[src/rtl/core/clef_pkg.sv]
package clef_pkg;

    localparam logic [7:0] CH_CR    = 8'h0D;
    localparam logic [7:0] CH_LF    = 8'h0A;
    localparam logic [7:0] CH_BSL   = 8'h5C;
    localparam logic [7:0] CH_SEMI  = 8'h3B;
    localparam logic [7:0] CH_COMMA = 8'h2C;
    localparam logic [7:0] CH_SP    = 8'h20;
    localparam logic [7:0] CH_N     = 8'h6E;

    localparam logic [6:0] WIDTH_MAX = 7'd127;

    // Request queue between front and back
    localparam int QDEPTH = 4;
    localparam int QPTR_W = $clog2(QDEPTH);
    localparam int QCNT_W = $clog2(QDEPTH + 1);

    // One classified request: up to two line octets and the end-of-line mark
    typedef struct packed {
        logic [7:0] b0;
        logic [7:0] b1;
        logic [1:0] count;
        logic       eol;
    } cmd_t;

    typedef enum logic [2:0] {
        PH_OCT,
        PH_FLF,
        PH_FSP,
        PH_ECR,
        PH_ELF
    } phase_t;

    // UTF-8 lead octet to character size
    function automatic logic [2:0] lead_size(input logic [7:0] b);
        logic [2:0] s;
        begin
            if (b < 8'hC0)      s = 3'd1;
            else if (b < 8'hE0) s = 3'd2;
            else if (b < 8'hF0) s = 3'd3;
            else if (b < 8'hF8) s = 3'd4;
            else if (b < 8'hFC) s = 3'd5;
            else if (b < 8'hFE) s = 3'd6;
            else                s = 3'd1;
            return s;
        end
    endfunction

endpackage

[src/rtl/core/clef_front.sv]
module clef_front
    import clef_pkg::*;
(
    input  logic [7:0] data_byte,
    input  logic       in_value,
    input  logic       escape_on,
    input  logic       end_of_line,
    output cmd_t       cmd
);

    logic special;

    assign special = (data_byte == CH_BSL) || (data_byte == CH_SEMI) ||
                     (data_byte == CH_COMMA);

    always_comb
    begin
        cmd.b0    = data_byte;
        cmd.b1    = data_byte;
        cmd.count = 2'd1;
        cmd.eol   = end_of_line;
        if (in_value)
        begin
            if (data_byte == CH_CR)
            begin
                // drop value CR
                cmd.count = 2'd0;
            end
            else if (data_byte == CH_LF)
            begin
                cmd.b0    = CH_BSL;
                cmd.b1    = CH_N;
                cmd.count = 2'd2;
            end
            else if (escape_on && special)
            begin
                cmd.b0    = CH_BSL;
                cmd.count = 2'd2;
            end
        end
    end

endmodule

[src/rtl/core/clef_queue.sv]
module clef_queue
    import clef_pkg::*;
(
    input  logic clk,
    input  logic rst_n,
    input  logic push,
    input  cmd_t push_cmd,
    input  logic pop,
    output cmd_t head,
    output logic empty,
    output logic full
);

    cmd_t              q_reg [QDEPTH];
    logic [QPTR_W-1:0] wr_reg, wr_next;
    logic [QPTR_W-1:0] rd_reg, rd_next;
    logic [QCNT_W-1:0] cnt_reg, cnt_next;
    logic              do_push, do_pop;

    assign empty   = (cnt_reg == '0);
    assign full    = (cnt_reg == QCNT_W'(QDEPTH));
    assign head    = q_reg[rd_reg];
    assign do_push = push && !full;
    assign do_pop  = pop && !empty;

    always_comb
    begin
        wr_next  = do_push ? wr_reg + 1'b1 : wr_reg;
        rd_next  = do_pop ? rd_reg + 1'b1 : rd_reg;
        cnt_next = cnt_reg;
        if (do_push && !do_pop)
            cnt_next = cnt_reg + 1'b1;
        else if (!do_push && do_pop)
            cnt_next = cnt_reg - 1'b1;
    end

    always_ff @(posedge clk or negedge rst_n)
    begin
        if (!rst_n)
        begin
            wr_reg  <= '0;
            rd_reg  <= '0;
            cnt_reg <= '0;
        end
        else
        begin
            wr_reg  <= wr_next;
            rd_reg  <= rd_next;
            cnt_reg <= cnt_next;
        end
    end

    always_ff @(posedge clk)
    begin
        if (do_push)
            q_reg[wr_reg] <= push_cmd;
    end

endmodule

[src/rtl/core/clef_back.sv]
module clef_back
    import clef_pkg::*;
#(
    parameter int FOLD_LIMIT = 75
)
(
    input  logic       clk,
    input  logic       rst_n,
    input  cmd_t       head,
    input  logic       empty,
    output logic       pop,
    output logic       out_valid,
    input  logic       out_stall,
    output logic [7:0] out_byte,
    output logic       last_of_run
);

    phase_t     phase_reg, phase_next;
    logic       idx_reg, idx_next;
    logic [6:0] width_reg, width_next;
    logic [2:0] pend_reg, pend_next;
    logic       ov_reg, ov_next;
    logic [7:0] ob_reg;
    logic       ol_reg;

    logic       go;
    logic [7:0] oct;
    logic [2:0] size;
    logic [7:0] sum;
    logic       fold;
    logic       more;
    logic       emit;
    logic [7:0] emit_byte;
    logic       emit_last;

    assign go   = !empty && (!ov_reg || !out_stall);
    assign oct  = idx_reg ? head.b1 : head.b0;
    assign size = lead_size(oct);
    assign sum  = {1'b0, width_reg} + {5'd0, size};
    assign fold = (pend_reg == 3'd0) && (sum > 8'(FOLD_LIMIT));
    assign more = !idx_reg && (head.count == 2'd2);

    // next state
    always_comb
    begin
        phase_next = phase_reg;
        idx_next   = idx_reg;
        width_next = width_reg;
        pend_next  = pend_reg;
        pop        = 1'b0;
        if (go)
        begin
            case (phase_reg)
                PH_OCT:
                begin
                    if (head.count == 2'd0)
                    begin
                        if (head.eol)
                            phase_next = PH_ELF;
                        else
                            pop = 1'b1;
                    end
                    else if (fold)
                        phase_next = PH_FLF;
                    else
                    begin
                        if (pend_reg != 3'd0)
                            pend_next = pend_reg - 3'd1;
                        else
                        begin
                            width_next = (sum > {1'b0, WIDTH_MAX}) ? WIDTH_MAX : sum[6:0];
                            pend_next  = size - 3'd1;
                        end
                        if (more)
                            idx_next = 1'b1;
                        else if (head.eol)
                            phase_next = PH_ECR;
                        else
                        begin
                            pop      = 1'b1;
                            idx_next = 1'b0;
                        end
                    end
                end
                PH_FLF:
                    phase_next = PH_FSP;
                PH_FSP:
                begin
                    width_next = 7'd1;
                    phase_next = PH_OCT;
                end
                PH_ECR:
                    phase_next = PH_ELF;
                PH_ELF:
                begin
                    width_next = '0;
                    pend_next  = '0;
                    idx_next   = 1'b0;
                    phase_next = PH_OCT;
                    pop        = 1'b1;
                end
                default:
                    phase_next = PH_OCT;
            endcase
        end
    end

    // emitted octet
    always_comb
    begin
        emit      = 1'b1;
        emit_byte = oct;
        emit_last = 1'b0;
        case (phase_reg)
            PH_OCT:
            begin
                if (head.count == 2'd0)
                begin
                    emit      = head.eol;
                    emit_byte = CH_CR;
                end
                else if (fold)
                    emit_byte = CH_CR;
                else
                    emit_last = !more && !head.eol;
            end
            PH_FLF:
                emit_byte = CH_LF;
            PH_FSP:
                emit_byte = CH_SP;
            PH_ECR:
                emit_byte = CH_CR;
            PH_ELF:
            begin
                emit_byte = CH_LF;
                emit_last = 1'b1;
            end
            default:
                emit = 1'b0;
        endcase
    end

    always_comb
    begin
        ov_next = ov_reg;
        if (!ov_reg || !out_stall)
            ov_next = go && emit;
    end

    always_ff @(posedge clk or negedge rst_n)
    begin
        if (!rst_n)
        begin
            phase_reg <= PH_OCT;
            idx_reg   <= 1'b0;
            width_reg <= '0;
            pend_reg  <= '0;
            ov_reg    <= 1'b0;
        end
        else
        begin
            phase_reg <= phase_next;
            idx_reg   <= idx_next;
            width_reg <= width_next;
            pend_reg  <= pend_next;
            ov_reg    <= ov_next;
        end
    end

    always_ff @(posedge clk)
    begin
        if (go && emit)
        begin
            ob_reg <= emit_byte;
            ol_reg <= emit_last;
        end
    end

    assign out_valid   = ov_reg;
    assign out_byte    = ob_reg;
    assign last_of_run = ol_reg;

endmodule

[src/rtl/core/calendar_line_escape_fold.sv]
// Content-line escaper and folder.
// Input channel (in_valid / in_stall): one request per line octet, with
// data_byte, in_value (value part), escape_on and end_of_line. A request is
// taken on a rising edge with in_valid high and in_stall low.
// Output channel (out_valid / out_stall): one octet per transfer, out_byte,
// with last_of_run high on the final octet that an input request causes.
// Name octets pass unchanged; value CR is dropped, value LF becomes "\n",
// and with escape_on a backslash goes before backslash, ';' and ','.
// Lines fold with CR LF space before a character that would pass FOLD_LIMIT.
// Throughput: the back end emits one octet per cycle while out_stall lets it.
// The first octet of a request passes the queue write and then the output
// register before it sits on the output.
// A four-entry request queue sits between the classifier and the emitter;
// in_stall rises only when it is full.
// When out_stall is high with an octet in the output register, that octet holds and the
// emitter waits; the queue keeps absorbing input until it fills.
// Reset clears the queue, the line width and the owed continuation count.
module calendar_line_escape_fold
    import clef_pkg::*;
#(
    parameter int FOLD_LIMIT = 75
)
(
    input  logic       clk,
    input  logic       rst_n,
    input  logic       in_valid,
    output logic       in_stall,
    input  logic [7:0] data_byte,
    input  logic       in_value,
    input  logic       escape_on,
    input  logic       end_of_line,
    output logic       out_valid,
    input  logic       out_stall,
    output logic [7:0] out_byte,
    output logic       last_of_run
);

    cmd_t front_cmd;
    cmd_t head;
    logic q_empty;
    logic q_full;
    logic q_pop;

    // classify the raw octet into line octets
    clef_front u_front (
        .data_byte   (data_byte),
        .in_value    (in_value),
        .escape_on   (escape_on),
        .end_of_line (end_of_line),
        .cmd         (front_cmd)
    );

    // hold requests until the emitter is free
    clef_queue u_queue (
        .clk      (clk),
        .rst_n    (rst_n),
        .push     (in_valid),
        .push_cmd (front_cmd),
        .pop      (q_pop),
        .head     (head),
        .empty    (q_empty),
        .full     (q_full)
    );

    assign in_stall = q_full;

    // fold and emit, one octet per cycle unless the output stalls
    clef_back #(
        .FOLD_LIMIT (FOLD_LIMIT)
    ) u_back (
        .clk         (clk),
        .rst_n       (rst_n),
        .head        (head),
        .empty       (q_empty),
        .pop         (q_pop),
        .out_valid   (out_valid),
        .out_stall   (out_stall),
        .out_byte    (out_byte),
        .last_of_run (last_of_run)
    );

endmodule

[config.mk]
export PLATFORM = sky130hd
export DESIGN_NAME = calendar_line_escape_fold
export DESIGN_NICKNAME = d
export VERILOG_FILES = /design/src/rtl/core/clef_pkg.sv /design/src/rtl/core/clef_front.sv /design/src/rtl/core/clef_queue.sv /design/src/rtl/core/clef_back.sv /design/src/rtl/core/calendar_line_escape_fold.sv
export SDC_FILE = /design/constraint.sdc
export NUM_CORES = 1
export LEC_CHECK = 0
export ABC_AREA = 0
export BUFFER_PORTS_ARGS = -buffer_cell sky130_fd_sc_hd__buf_4
export CAP_MARGIN = 20
export CORE_MARGIN = 2
export CORE_UTILIZATION = 30
export DETAILED_ROUTE_END_ITERATION = 12
export RECOVER_POWER = 50
export SLEW_MARGIN = 20
export SYNTH_ARGS = -nofsm -noshare
export SYNTH_HDL_FRONTEND = slang
export SYNTH_HIERARCHICAL = 1
export SYNTH_SLANG_ARGS = --single-unit
[constraint.sdc]
create_clock -name clk -period 8.4 [get_ports clk]
set_input_delay 0.84 -clock clk [delete_from_list [all_inputs] [get_ports clk]]
set_output_delay 0.84 -clock clk [all_outputs]
set_load 0.1 [all_outputs]
# After elaboration in Yosys (flattened, before gate mapping)
# Memories as Yosys holds them, arrays and structs flattened.
# Index checks and enable logic that the tools add are counted.
[totals]
n_memories = 1
reg_bits = 31
mem_bits_rw = 76
output_inout_bits = 11
word_cells = 133
in_bits = 15
[memory_table]
columns = ["name", "words", "word_bits", "read_ports", "rd_clocked_by_memory_dff", "wr", "line_no", "source"]
rows = [
  ["u_queue.q_reg", 4, 19, 1, 0, 1, "clef_queue.sv:14", "cmd_t q_reg [QDEPTH];"],
]
[classes]
order_cmp = 8
reduce_logical = 36
eq_ne = 18
addsub = 7
muxes = 53
[op_table]
columns = ["cell", "n"]
rows = [
  ["8-bit < comparator (second input constant)", 6],
  ["3-bit two-way mux", 16],
  ["8-bit two-way mux", 6],
  ["8-bit case mux with 4 select lines", 1],
  ["7-bit two-way mux", 4],
  ["7-bit case mux with 3 select lines", 1],
  ["18-bit two-way mux", 1],
  ["8-bit by 4-bit == test with 1-bit output (second input constant)", 2],
  ["8-bit by 6-bit == test with 1-bit output (second input constant)", 2],
  ["8-bit by 7-bit greater-than comparator with 1-bit output (second input constant)", 2],
  ["16-bit two-way mux", 1],
  ["1-bit two-way mux", 14],
  ["1-bit logical AND", 10],
  ["5-bit AND reduction", 2],
  ["1-bit logical NOT", 9],
  ["3-bit logical NOT", 3],
  ["3-bit case mux with 3 select lines", 1],
  ["3-bit by 1-bit subtractor with 3-bit output (second input constant)", 3],
  ["7-bit by 3-bit adder with 8-bit output", 1],
  ["8-bit by 7-bit == test with 1-bit output (second input constant)", 1],
  ["1-bit case mux with 2 select lines", 4],
  ["4-bit AND reduction", 2],
  ["3-bit by 2-bit == test with 1-bit output (second input constant)", 2],
  ["3-bit == test (second input constant)", 2],
  ["17 further kinds", 26],
]

# Longest topological paths before layout
# Gate-level depths: netlist (run 1).
# An unclocked memory read counts as a cell.
[depth]
word_depth = 20
depth_mapped = 21
ltp_nobuf = 20

# Modules after synthesis
# Netlist (run 1), hierarchy kept.
[by_module_without_submodules]
columns = ["module", "cells_each", "area_each_um2", "seq_area_each_um2", "instances"]
rows = [
  ["clef_queue", 135, 3159.3, 2457.4, 1],
  ["clef_back", 217, 1913.1, 645.6, 1],
  ["clef_front", 40, 241.5, 0.0, 1],
]

# Worst setup path before layout (run 1)
# Ideal clock, no wire load.
[synth_path]
kind = "register to register"
start = "reg u_queue.rd_reg[0]"
end = "reg u_queue.cnt_reg[1]"
stages_incl_launch_ff = 20
arrival_time_ps = 4725
slack_ps = 3550
period_less_slack_ps = 4850
setup_time_ps = 125
path_buffers = 1
t_required_ps = 8275
path_cell_list = "dfrtp_1 > buf_4 > mux4_2 > mux2_2 > a21o_1 > nor2b_1 > nor2_1 > inv_1 > fa_1 > nand2b_1 > or4_4 > a21oi_2 > nor2_1 > or3_1 > a21oi_1 > nand2_1 > ha_1 > inv_1 > fa_1 > mux2_2"
[synth_lines]
columns = ["element", "line_no", "source"]
rows = [
  ["start: declaration", "clef_queue.sv:16", "logic [QPTR_W-1:0] rd_reg, rd_next;"],
  ["start signal: assignment", "clef_queue.sv:48", "rd_reg <= rd_next;"],
  ["end signal: assignment", "clef_queue.sv:49", "cnt_reg <= cnt_next;"],
  ["end: declaration", "clef_queue.sv:17", "logic [QCNT_W-1:0] cnt_reg, cnt_next;"],
]

==> flow_metrics.tcl, run 1 <==
set metrics [dict create \
    status "finished clean" \
    first_pass_iters 4 \
    syn_area_um2 5314 \
    ys.flop_type "edfxtp_1" \
    seq_area_frac_synth_pct 58.39 \
    row_count 48 \
    period_needed_ps 5461 \
    drive_gt1_share_pct 14.46 \
    worst_pin_slew_ps 1373 \
    core_um2 17300 \
    wl_per_cell_um 17.07 \
    port-buffer-count 25 \
    final_net_count 430 \
    cts_tree "built" \
    synth_cell_types 72 \
    hold_buffers 0 \
    insertedDiodeCount 0 \
    critPathMaxFanout 20 \
    slew_headroom_pct 8.388 \
    place_congestion 0.8457 \
    p_per_area_nw_per_um2 395.7 \
    muxShareOfSynthArea_pct 10.97 \
    synth-compound-area-share_pct 10.43 \
    synth_fa_ha_area_share_pct 2.873 \
    slew_violations 0 \
    setup_viol 0 \
    synth_top_area_share_pct 48.03 \
    cts_root_buffer "clkbuf_16" \
    h-tree-depth 3 \
    grt-ovfl-total 0 \
    post_cts_resized 0 \
    min_path_type "flop to flop" \
    vdd_drop_max_mv 0.3355 \
    cts_num_sinks 107 \
    synth_warnings 6 \
    ios 26 \
    drv_cap 0 \
    cts_setup_buffers 0 \
    grt_pass1_wl_mm 17.57 \
    criticalPathCategory "flop to flop" \
    dr.first_iter.drc_count 251 \
    preCtsSetupSlack_ps 2924 \
    vias 3212 \
    cp_slowest_stage_delay_ps 960 \
    ys_top_cells_by_count "edfxtp_1 (85), dfrtp_1 (22), nor2_1 (21), a21oi_1 (20), mux4_2 (19)" \
    die_x_um 137.1 \
    skew_ps 10.06 \
    synth_edf_count 85 \
    final_cell_count_no_fill 633 \
    rsz0062_at_grt "no" \
    hold_viol 0 \
    finalSetupTns_ps 0 \
    ys_ff_latch 107 \
    path_clk_slew_ps 70 \
    insertion_delay_ps 340 \
    async_flop_share_pct 20.56 \
    cpMostUsedCell "nor2_1" \
    utilization_pct 33.83 \
    drtAntennaViolNets 0 \
    cp_cell_sequence "mux4_2, mux2_2, a21o_1, nor2b_1, nor2_1, inv_1, fa_1, nand2b_1, or4_4, and3_1, nor2_1, or3_1, a21oi_1, nand2_1, ha_1, inv_1, fa_1, xor2_1, nor2_1, xor2_1" \
    numCtsBuffers 9 \
    grt_max_degree 23 \
    synth_fp_nets 418 \
    worst_slack_ps 2939 \
    syn_area_per_cell_um2 13.56 \
    avgViaCountPerCell 5.074 \
    arrival_ps 5730 \
    synth_top_area_cell "edfxtp_1" \
    grt_pass1_vias 3208 \
    chipHeight_um 137.1 \
    largest_reg_flops 76 \
    start_util_pct 30.72 \
    required_ps 8670 \
    critPathSlowestCell "dfrtp_1" \
    max_clock_freq_ghz 0.1831 \
    p_leak_uw 0.002016 \
    synth_xor_area_share_pct 1.319 \
    synth.area.top_cells "edfxtp_1 (48%), dfrtp_1 (10%), mux4_2 (8.1%)" \
    synth_top_family_by_area "simple AND/OR/NAND/NOR gates" \
    startpoint_type "flop" \
    dieArea_um2 18790 \
    cts_buffer_depth 2 \
    drc 0 \
    end_kind "flop" \
    synth-simple-area-share_pct 12.27 \
    dp_hpwl_mm 7.478 \
    syn_inst 392 \
    antenna_found_initial 0 \
    yosysMostFrequentCell "edfxtp_1" \
    area_growth_pct 10.12 \
    track_usage_pct 12.28 \
    post-place-cells 618 \
    fin_crit_sh_pct 65.01 \
    drt_wl_total_mm 10.81 \
    num-fill-cells 1727 \
]
-- critical path: cells and delay by family (launching register included) --
family	cells	cell delay [ps]
simple gates	9	2000
fa+ha+maj	3	1000
flops	1	960
mux	2	730
xor+xnor	2	300
compound gates	2	250
buf+inv	2	150
-- layout make-up --
type                    instances  area, um2  area share [%]
inverters                      17      63.81           1.090
flip-flops and latches        107       3103           53.03
repair buffers                 26      127.6           2.181
clock buffers                   9      225.2           3.849
clock inverters                 6      57.56          0.9835
multi-input cells             243       1993           34.06
well taps                     225      281.5           4.811
-- per-layer routing --
metal	track usage, %	routed length [um]	vias to the layer above
met1	16.09	4917	1591
met3	2.593	508	2
li1	-	-	1534
met2	20.76	5337	85
met5	0	0	-
met4	3.036	41	0
-- worst paths after layout --
kind                               startpoint             endpoint  slack, ps  depth (start not counted)
min in group asynchronous               rst_n  u_back/width_reg[1]        740                          1
hold reg to reg            u_queue/cnt_reg[2]   u_queue/cnt_reg[2]        490                          1
setup reg to reg            u_queue/rd_reg[1]   u_queue/cnt_reg[2]       2940                         20
max in group asynchronous               rst_n   u_back/pend_reg[1]       6930                          1
hold / removal             u_queue/cnt_reg[2]   u_queue/cnt_reg[2]        490                          1
setup / recovery            u_queue/rd_reg[1]   u_queue/cnt_reg[2]       2940                         20
-- through the flow --
| stage | area, um2 | hold WS (ps) | power [uW] |
|---|---|---|---|
| 2_1_floorplan | 5314 | 445.3 | 1712 |
| 3_3_place_gp | 5655 | 465.3 | 1949 |
| 3_5_place_dp | 5655 | 484.9 | 1962 |
| 4_1_cts | 5938 | 384.7 | 2372 |
| 5_1_grt | 5852 | 526.3 | 2476 |
| 6_report | 5852 | 495.0 | 2315 |
-- cells in the final DEF (no fill, tap or decap), drive strengths merged, types with 4 or more instances in the layout --
cell / n
nor4: 4
inv: 19
mux2: 9
mux4: 19
edfxtp: 85
and3: 4
a21o: 7
and2: 10
or4: 4
dfrtp: 22
clkbuf: 27
a31oi: 4
nand2: 17
buf: 8
a21oi: 23
or3: 6
mux2i: 5
o211ai: 5
nand3: 12
ha: 9
or2: 5
nor3: 5
nor2: 21
nor2b: 5
nand2b: 4
xnor2: 6
o21ai: 11
nand3b: 5
-- logic make-up (layout without fill, tap and decap cells) --
logic type | count (synthesis) | in the layout
simple gates | 113 | 113
flops | 107 | 107
compound gates | 78 | 78
buf+inv | 42 | 58
mux | 33 | 33
fa+ha+maj | 11 | 11
xor+xnor | 8 | 8
-- where the power goes --
| group | internal [uW] | switching (uW) | total, uW |
|---|---|---|---|
| combinational | 376 | 673 | 1050 |
| sequential | 747 | 117 | 864 |
| clock | 206 | 196 | 402 |
No activity file was read; power rests on OpenSTA's default activity.
==> run 2: changes to the inputs <==
--- a/config.mk
+++ b/config.mk
@@ -5,7 +5,7 @@
 export SDC_FILE = /design/constraint.sdc
 export NUM_CORES = 1
 export LEC_CHECK = 0
-export ABC_AREA = 0
+export ABC_AREA = 1
 export BUFFER_PORTS_ARGS = -buffer_cell sky130_fd_sc_hd__buf_4
 export CAP_MARGIN = 20
 export CORE_MARGIN = 2
==> constraint.sdc (replaced) <==
create_clock -name clk -period 5.2 [get_ports clk]
set_input_delay 0.52 -clock clk [delete_from_list [all_inputs] [get_ports clk]]
set_output_delay 0.52 -clock clk [all_outputs]
set_load 0.1 [all_outputs]
==> flow_metrics.tcl, run 2 <==
set metrics [dict create \
    status "finished clean" \
    min_path_type "input pin to flop" \
    chipHeight_um 141.6 \
    drtAntennaViolNets 0 \
    synth_edf_count 85 \
    synth.area.top_cells "edfxtp_1 (45%), nand2_1 (12%), dfrtp_1 (9.7%)" \
    vdd_drop_max_mv 0.2763 \
    slew_violations 0 \
    arrival_ps 4850 \
    track_usage_pct 12.10 \
    worst_slack_ps 591.0 \
    dr.first_iter.drc_count 187 \
    avgViaCountPerCell 4.454 \
    synth_warnings 6 \
    grt_max_degree 49 \
    numCtsBuffers 9 \
    path_delay_family "simple AND/OR/NAND/NOR gates" \
    drt_wl_total_mm 11.32 \
    slew_headroom_pct 15.13 \
    critPathMaxFanout 48 \
    grt_pass1_vias 3697 \
    cp_num_buf_inv 5 \
    multi_input_area_um2 2042 \
    cts_num_sinks 107 \
    skew_ps 9.367 \
    cts_setup_buffers 0 \
    syn_area_um2 5680 \
    cts_tree "built" \
    p_leak_uw 0.002832 \
    place_congestion 0.8410 \
    finalSetupTns_ps 0 \
    vias 3795 \
    layout_common_cells "nand2_1 (180), inv_1 (95), edfxtp_1 (85)" \
    drive_gt1_share_pct 16.83 \
    grt-ovfl-total 0 \
    required_ps 5440 \
    ios 26 \
    syn_area_per_cell_um2 9.644 \
    rsz0062_at_grt "no" \
    cp_slowest_stage_delay_ps 410 \
    synth_fp_nets 615 \
    grt_pass1_wl_mm 18.81 \
    row_count 50 \
    p_total_uw 4069 \
    end_kind "flop" \
    synth_cell_types 39 \
    criticalPathCategory "flop to flop" \
    die_x_um 141.6 \
    post_cts_resized 0 \
    critPathSlowestCell "dfrtp_1" \
    setup_viol 0 \
    largest_reg_flops 76 \
    preCtsSetupSlack_ps 623.9 \
    startpoint_type "flop" \
    drv_cap 0 \
    ys_ff_latch 107 \
    post-place-cells 836 \
    synth_top_area_share_pct 44.93 \
    antenna_found_initial 0 \
    ys_top_cells_by_count "nand2_1 (178), inv_1 (95), edfxtp_1 (85), o211ai_2 (29), nand3_1 (28)" \
    max_clock_freq_ghz 0.2170 \
    cpMostUsedCell "nand2_1" \
    num-fill-cells 1920 \
    synth_top_area_cell "edfxtp_1" \
    seq_area_frac_synth_pct 54.63 \
    hold_buffers 0 \
    core_um2 18640 \
    drc 0 \
    final_cell_count_no_fill 852 \
    path_clk_slew_ps 70 \
    fin_crit_sh_pct 88.63 \
    async_flop_share_pct 20.56 \
    cts_root_buffer "clkbuf_16" \
    wl_per_cell_um 13.29 \
    insertion_delay_ps 360 \
    final_net_count 639 \
    layout_commonest_cell "nand2_1" \
    hold_ws_ps 397.0 \
    yosysMostFrequentCell "nand2_1" \
    final-seq-area_um2 3103 \
    worst_pin_slew_ps 1273 \
    insertedDiodeCount 0 \
    p_per_area_nw_per_um2 639.8 \
    port-buffer-count 25 \
    cts_buffer_depth 2 \
    h-tree-depth 3 \
    first_pass_iters 4 \
    dieArea_um2 20050 \
    start_util_pct 30.47 \
    period_needed_ps 4609 \
    dp_hpwl_mm 7.767 \
    ys.flop_type "edfxtp_1" \
    syn_inst 589 \
    area_growth_pct 11.96 \
    hold_viol 0 \
]
run 2: cell count changes after synthesis, moves of 10 or more:
cell      delta
a21oi_1     -16
and2_1      -10
inv_1       +79
mux4_2      -19
nand2_1    +162
nand3_1     +16
o211ai_2    +29
run 2: layer usage:
layer  GRT usage (%)  wire, um  vias to the layer above
met5               0         0                        -
met4           3.316       148                        0
met3           3.510       336                       15
met2           19.90      5326                       49
met1           15.65      5513                     1760
li1                -         -                     1971
run 2: path summary, 6_finish.rpt:
kind | slack, ps | endpoint | start | cells after the start
min in group asynchronous | 410 | u_back/width_reg[5] | rst_n | 1
setup / recovery | 590 | u_queue/cnt_reg[1] | u_queue/rd_reg[0] | 30
max in group asynchronous | 4050 | u_queue/rd_reg[1] | rst_n | 1
hold / removal | 400 | u_back/out_valid | out_stall | 3
setup reg to reg | 590 | u_queue/cnt_reg[1] | u_queue/rd_reg[0] | 30
hold reg to reg | 480 | u_back/width_reg[0] | u_back/width_reg[0] | 2
run 2: power by group:
group / total [uW] / switching [uW] / internal, uW / leakage (uW)
combinational: 2040 / 1450 / 586 / 0.00162
sequential: 1330 / 131 / 1200 / 0.00106
clock: 704 / 321 / 383 / 0.000150
total: 4070 / 1900 / 2170 / 0.00283
run 2: worst register-to-register path: cells and delay by family (launching register included):
| kind | cells | cell delay [ps] |
|---|---|---|
| mux | 1 | 330 |
| fa+ha+maj | 4 | 1220 |
| simple gates | 16 | 1480 |
| buf+inv | 5 | 600 |
| compound gates | 4 | 470 |
| flops | 1 | 410 |
run 2: kinds of logic (layout without fill, tap and decap cells):
| group | count (synthesis) | count (layout) | synth area share [%] |
|---|---|---|---|
| muxes | 1 | 1 | 0.1762 |
| adders and majority gates | 11 | 11 | 2.687 |
| DFF | 107 | 107 | 54.63 |
| and+or+nand+nor | 268 | 268 | 20.93 |
| AOI/OAI and AO/OA | 74 | 74 | 11.74 |
| buffers and inverters | 125 | 154 | 9.383 |
| xor gates and xnor gates | 3 | 3 | 0.4626 |
run 2: area by class of cell:
type                       count  area share (%)
clock inverter                 6           1.200
tap                          234           4.604
clock buffer                  10           3.600
timing repair buffer          36           3.640
inverter                     102           6.059
sequential                   107           48.79
multi-input combinational    357           32.11
run 2: metrics by stage:
| stage | utilization, % | instance area [um2] |
|---|---|---|
| floorplan | - | 5680 |
| global placement | 32.85 | 6123 |
| detailed placement | 32.91 | 6135 |
| CTS | 34.54 | 6440 |
| global route | 34.11 | 6360 |
| finish | 34.11 | 6360 |
==> run 3: changes to the inputs <==
==> constraint.sdc (replaced) <==
create_clock -name clk -period 5.2 [get_ports clk]
set_input_delay 1.04 -clock clk [delete_from_list [all_inputs] [get_ports clk]]
set_output_delay 1.04 -clock clk [all_outputs]
set_load 0.1 [all_outputs]
==> flow_metrics.tcl, run 3 (synthesis results as in run 2) <==
set metrics [dict create \
    rsz0062_at_grt "no" \
    slew_violations 0 \
    end_kind "flop" \
    cts_num_sinks 107 \
    min_path_type "flop to flop" \
    cpMostUsedCell "nand2_1" \
    chipHeight_um 141.6 \
    cts_root_buffer "clkbuf_16" \
    drtAntennaViolNets 0 \
    swShare_pct 46.39 \
    cts_setup_buffers 0 \
    port-buffer-count 25 \
    slew_headroom_pct 7.331 \
    layout_commonest_cell "nand2_1" \
    first_pass_iters 4 \
    cts_tree "built" \
    cts_buffer_depth 2 \
    arrival_ps 4860 \
    sequentialPowerShare_pct 32.5 \
    finalSetupTns_ps 0 \
    cp_slowest_stage_delay_ps 410 \
    p_leak_uw 0.002864 \
    ios 26 \
    r2r_start "u_queue/rd_reg[0]" \
    hold_buffers 0 \
    wl_per_cell_um 13.27 \
    antenna_found_initial 0 \
    worst_hold_path.num_cells 2 \
    insertedDiodeCount 0 \
    die_x_um 141.6 \
    grt_max_degree 49 \
    power_frac_comb_pct 50.4 \
    place_congestion 0.8410 \
    path_clk_slew_ps 70 \
    avgViaCountPerCell 4.462 \
    vias 3802 \
    dieArea_um2 20050 \
    grt-ovfl-total 0 \
    drt_wl_total_mm 11.30 \
    largest_reg_flops 76 \
    startpoint "u_queue/rd_reg[0]" \
    worst_pin_slew_ps 1390 \
    fin_crit_sh_pct 88.87 \
    p_sw_uw 1903 \
    criticalPathCategory "flop to flop" \
    min_from "u_back/width_reg[0]" \
    dp_hpwl_mm 7.767 \
    p_per_area_nw_per_um2 641.9 \
    critPathSlowestCell "dfrtp_1" \
    startpoint_type "flop" \
    area_growth_pct 12.47 \
    grt_pass1_vias 3697 \
    insertion_delay_ps 360 \
    hold_viol 0 \
    p_int_uw 2198 \
    dr.first_iter.drc_count 206 \
    final_net_count 639 \
    start_util_pct 30.47 \
    rr_worst_depth 30 \
    post_cts_resized 0 \
    critPathMaxFanout 48 \
    status "finished clean" \
    h-tree-depth 3 \
    vdd_drop_max_mv 0.2756 \
    max_clock_freq_ghz 0.2164 \
    period_needed_ps 4621 \
    final_area_um2 6389 \
    drv_cap 0 \
    row_count 50 \
    grt_pass1_wl_mm 18.81 \
    layout_common_cells "nand2_1 (180), inv_1 (95), edfxtp_1 (85)" \
    required_ps 5440 \
    setup_viol 0 \
    power_frac_clock_pct 17.2 \
    drive_gt1_share_pct 17.96 \
    core_um2 18640 \
    track_usage_pct 12.10 \
    drc 0 \
    skew_ps 9.202 \
    numCtsBuffers 9 \
    placed_area_um2 6135 \
]
-- run 3: power groups by stage --
stage	sequential [uW]	combinational (uW)	clock, uW
floorplan	1590	1370	0
global placement	1350	2070	0
detailed placement	1350	2090	0
CTS	1330	2090	729
global route	1360	2300	759
finish	1330	2070	704
-- run 3: final timing paths --
kind | end | slack, ps
min in group asynchronous | u_back/width_reg[5] | 930
worst min register to register | u_back/width_reg[0] | 480
max in group asynchronous | u_queue/rd_reg[1] | 3530
worst max register to register | u_queue/cnt_reg[1] | 580
worst max-delay path | u_queue/cnt_reg[1] | 580
worst min-delay path | u_back/width_reg[0] | 480
-- run 3: cell type report --
cell class                      instances  area, um2
Inverter                              102      385.4
Sequential cell                       107       3103
Tap cell                              234      292.8
Multi-Input combinational cell        357       2044
Clock inverter                          6      76.32
Clock buffer                           10      229.0
Fill cell                            1918      12250
Timing Repair Buffer                   36      257.7
-- run 3: critical path, delay by kind of cell (launching register included) --
kind / cells / cell delay [ps]
multiplexers: 1 / 330
flip-flops: 1 / 410
buffers and inverters: 5 / 610
AND/OR/NAND/NOR: 16 / 1450
adder cells (fa/ha/maj): 4 / 1220
AO/OA/AOI/OAI: 4 / 470
-- run 3: metal layers --
| layer | track usage, % | vias to the layer above | part of all wire, % |
|---|---|---|---|
| met1 | 15.65 | 1763 | 48 |
| met2 | 19.90 | 51 | 47 |
| met3 | 3.510 | 16 | 3.2 |
| met5 | 0 | - | 0 |
| met4 | 3.316 | 0 | 1.5 |
| li1 | - | 1972 | - |
-- run 3: per-stage QoR --
step                      hold WS (ps)  setup WS, ps  utilization, %  cells  total power, uW
after detailed placement         471.8         623.9           32.91    836             3432
final                            482.0         578.6           34.27    852             4101
after floorplan                  448.3          1089               -    589             2959
after global routing             505.3         61.89           34.27    852             4417
after CTS                        487.9         616.1           34.54    852             4154
after global placement           462.7         730.8           32.85    835             3416
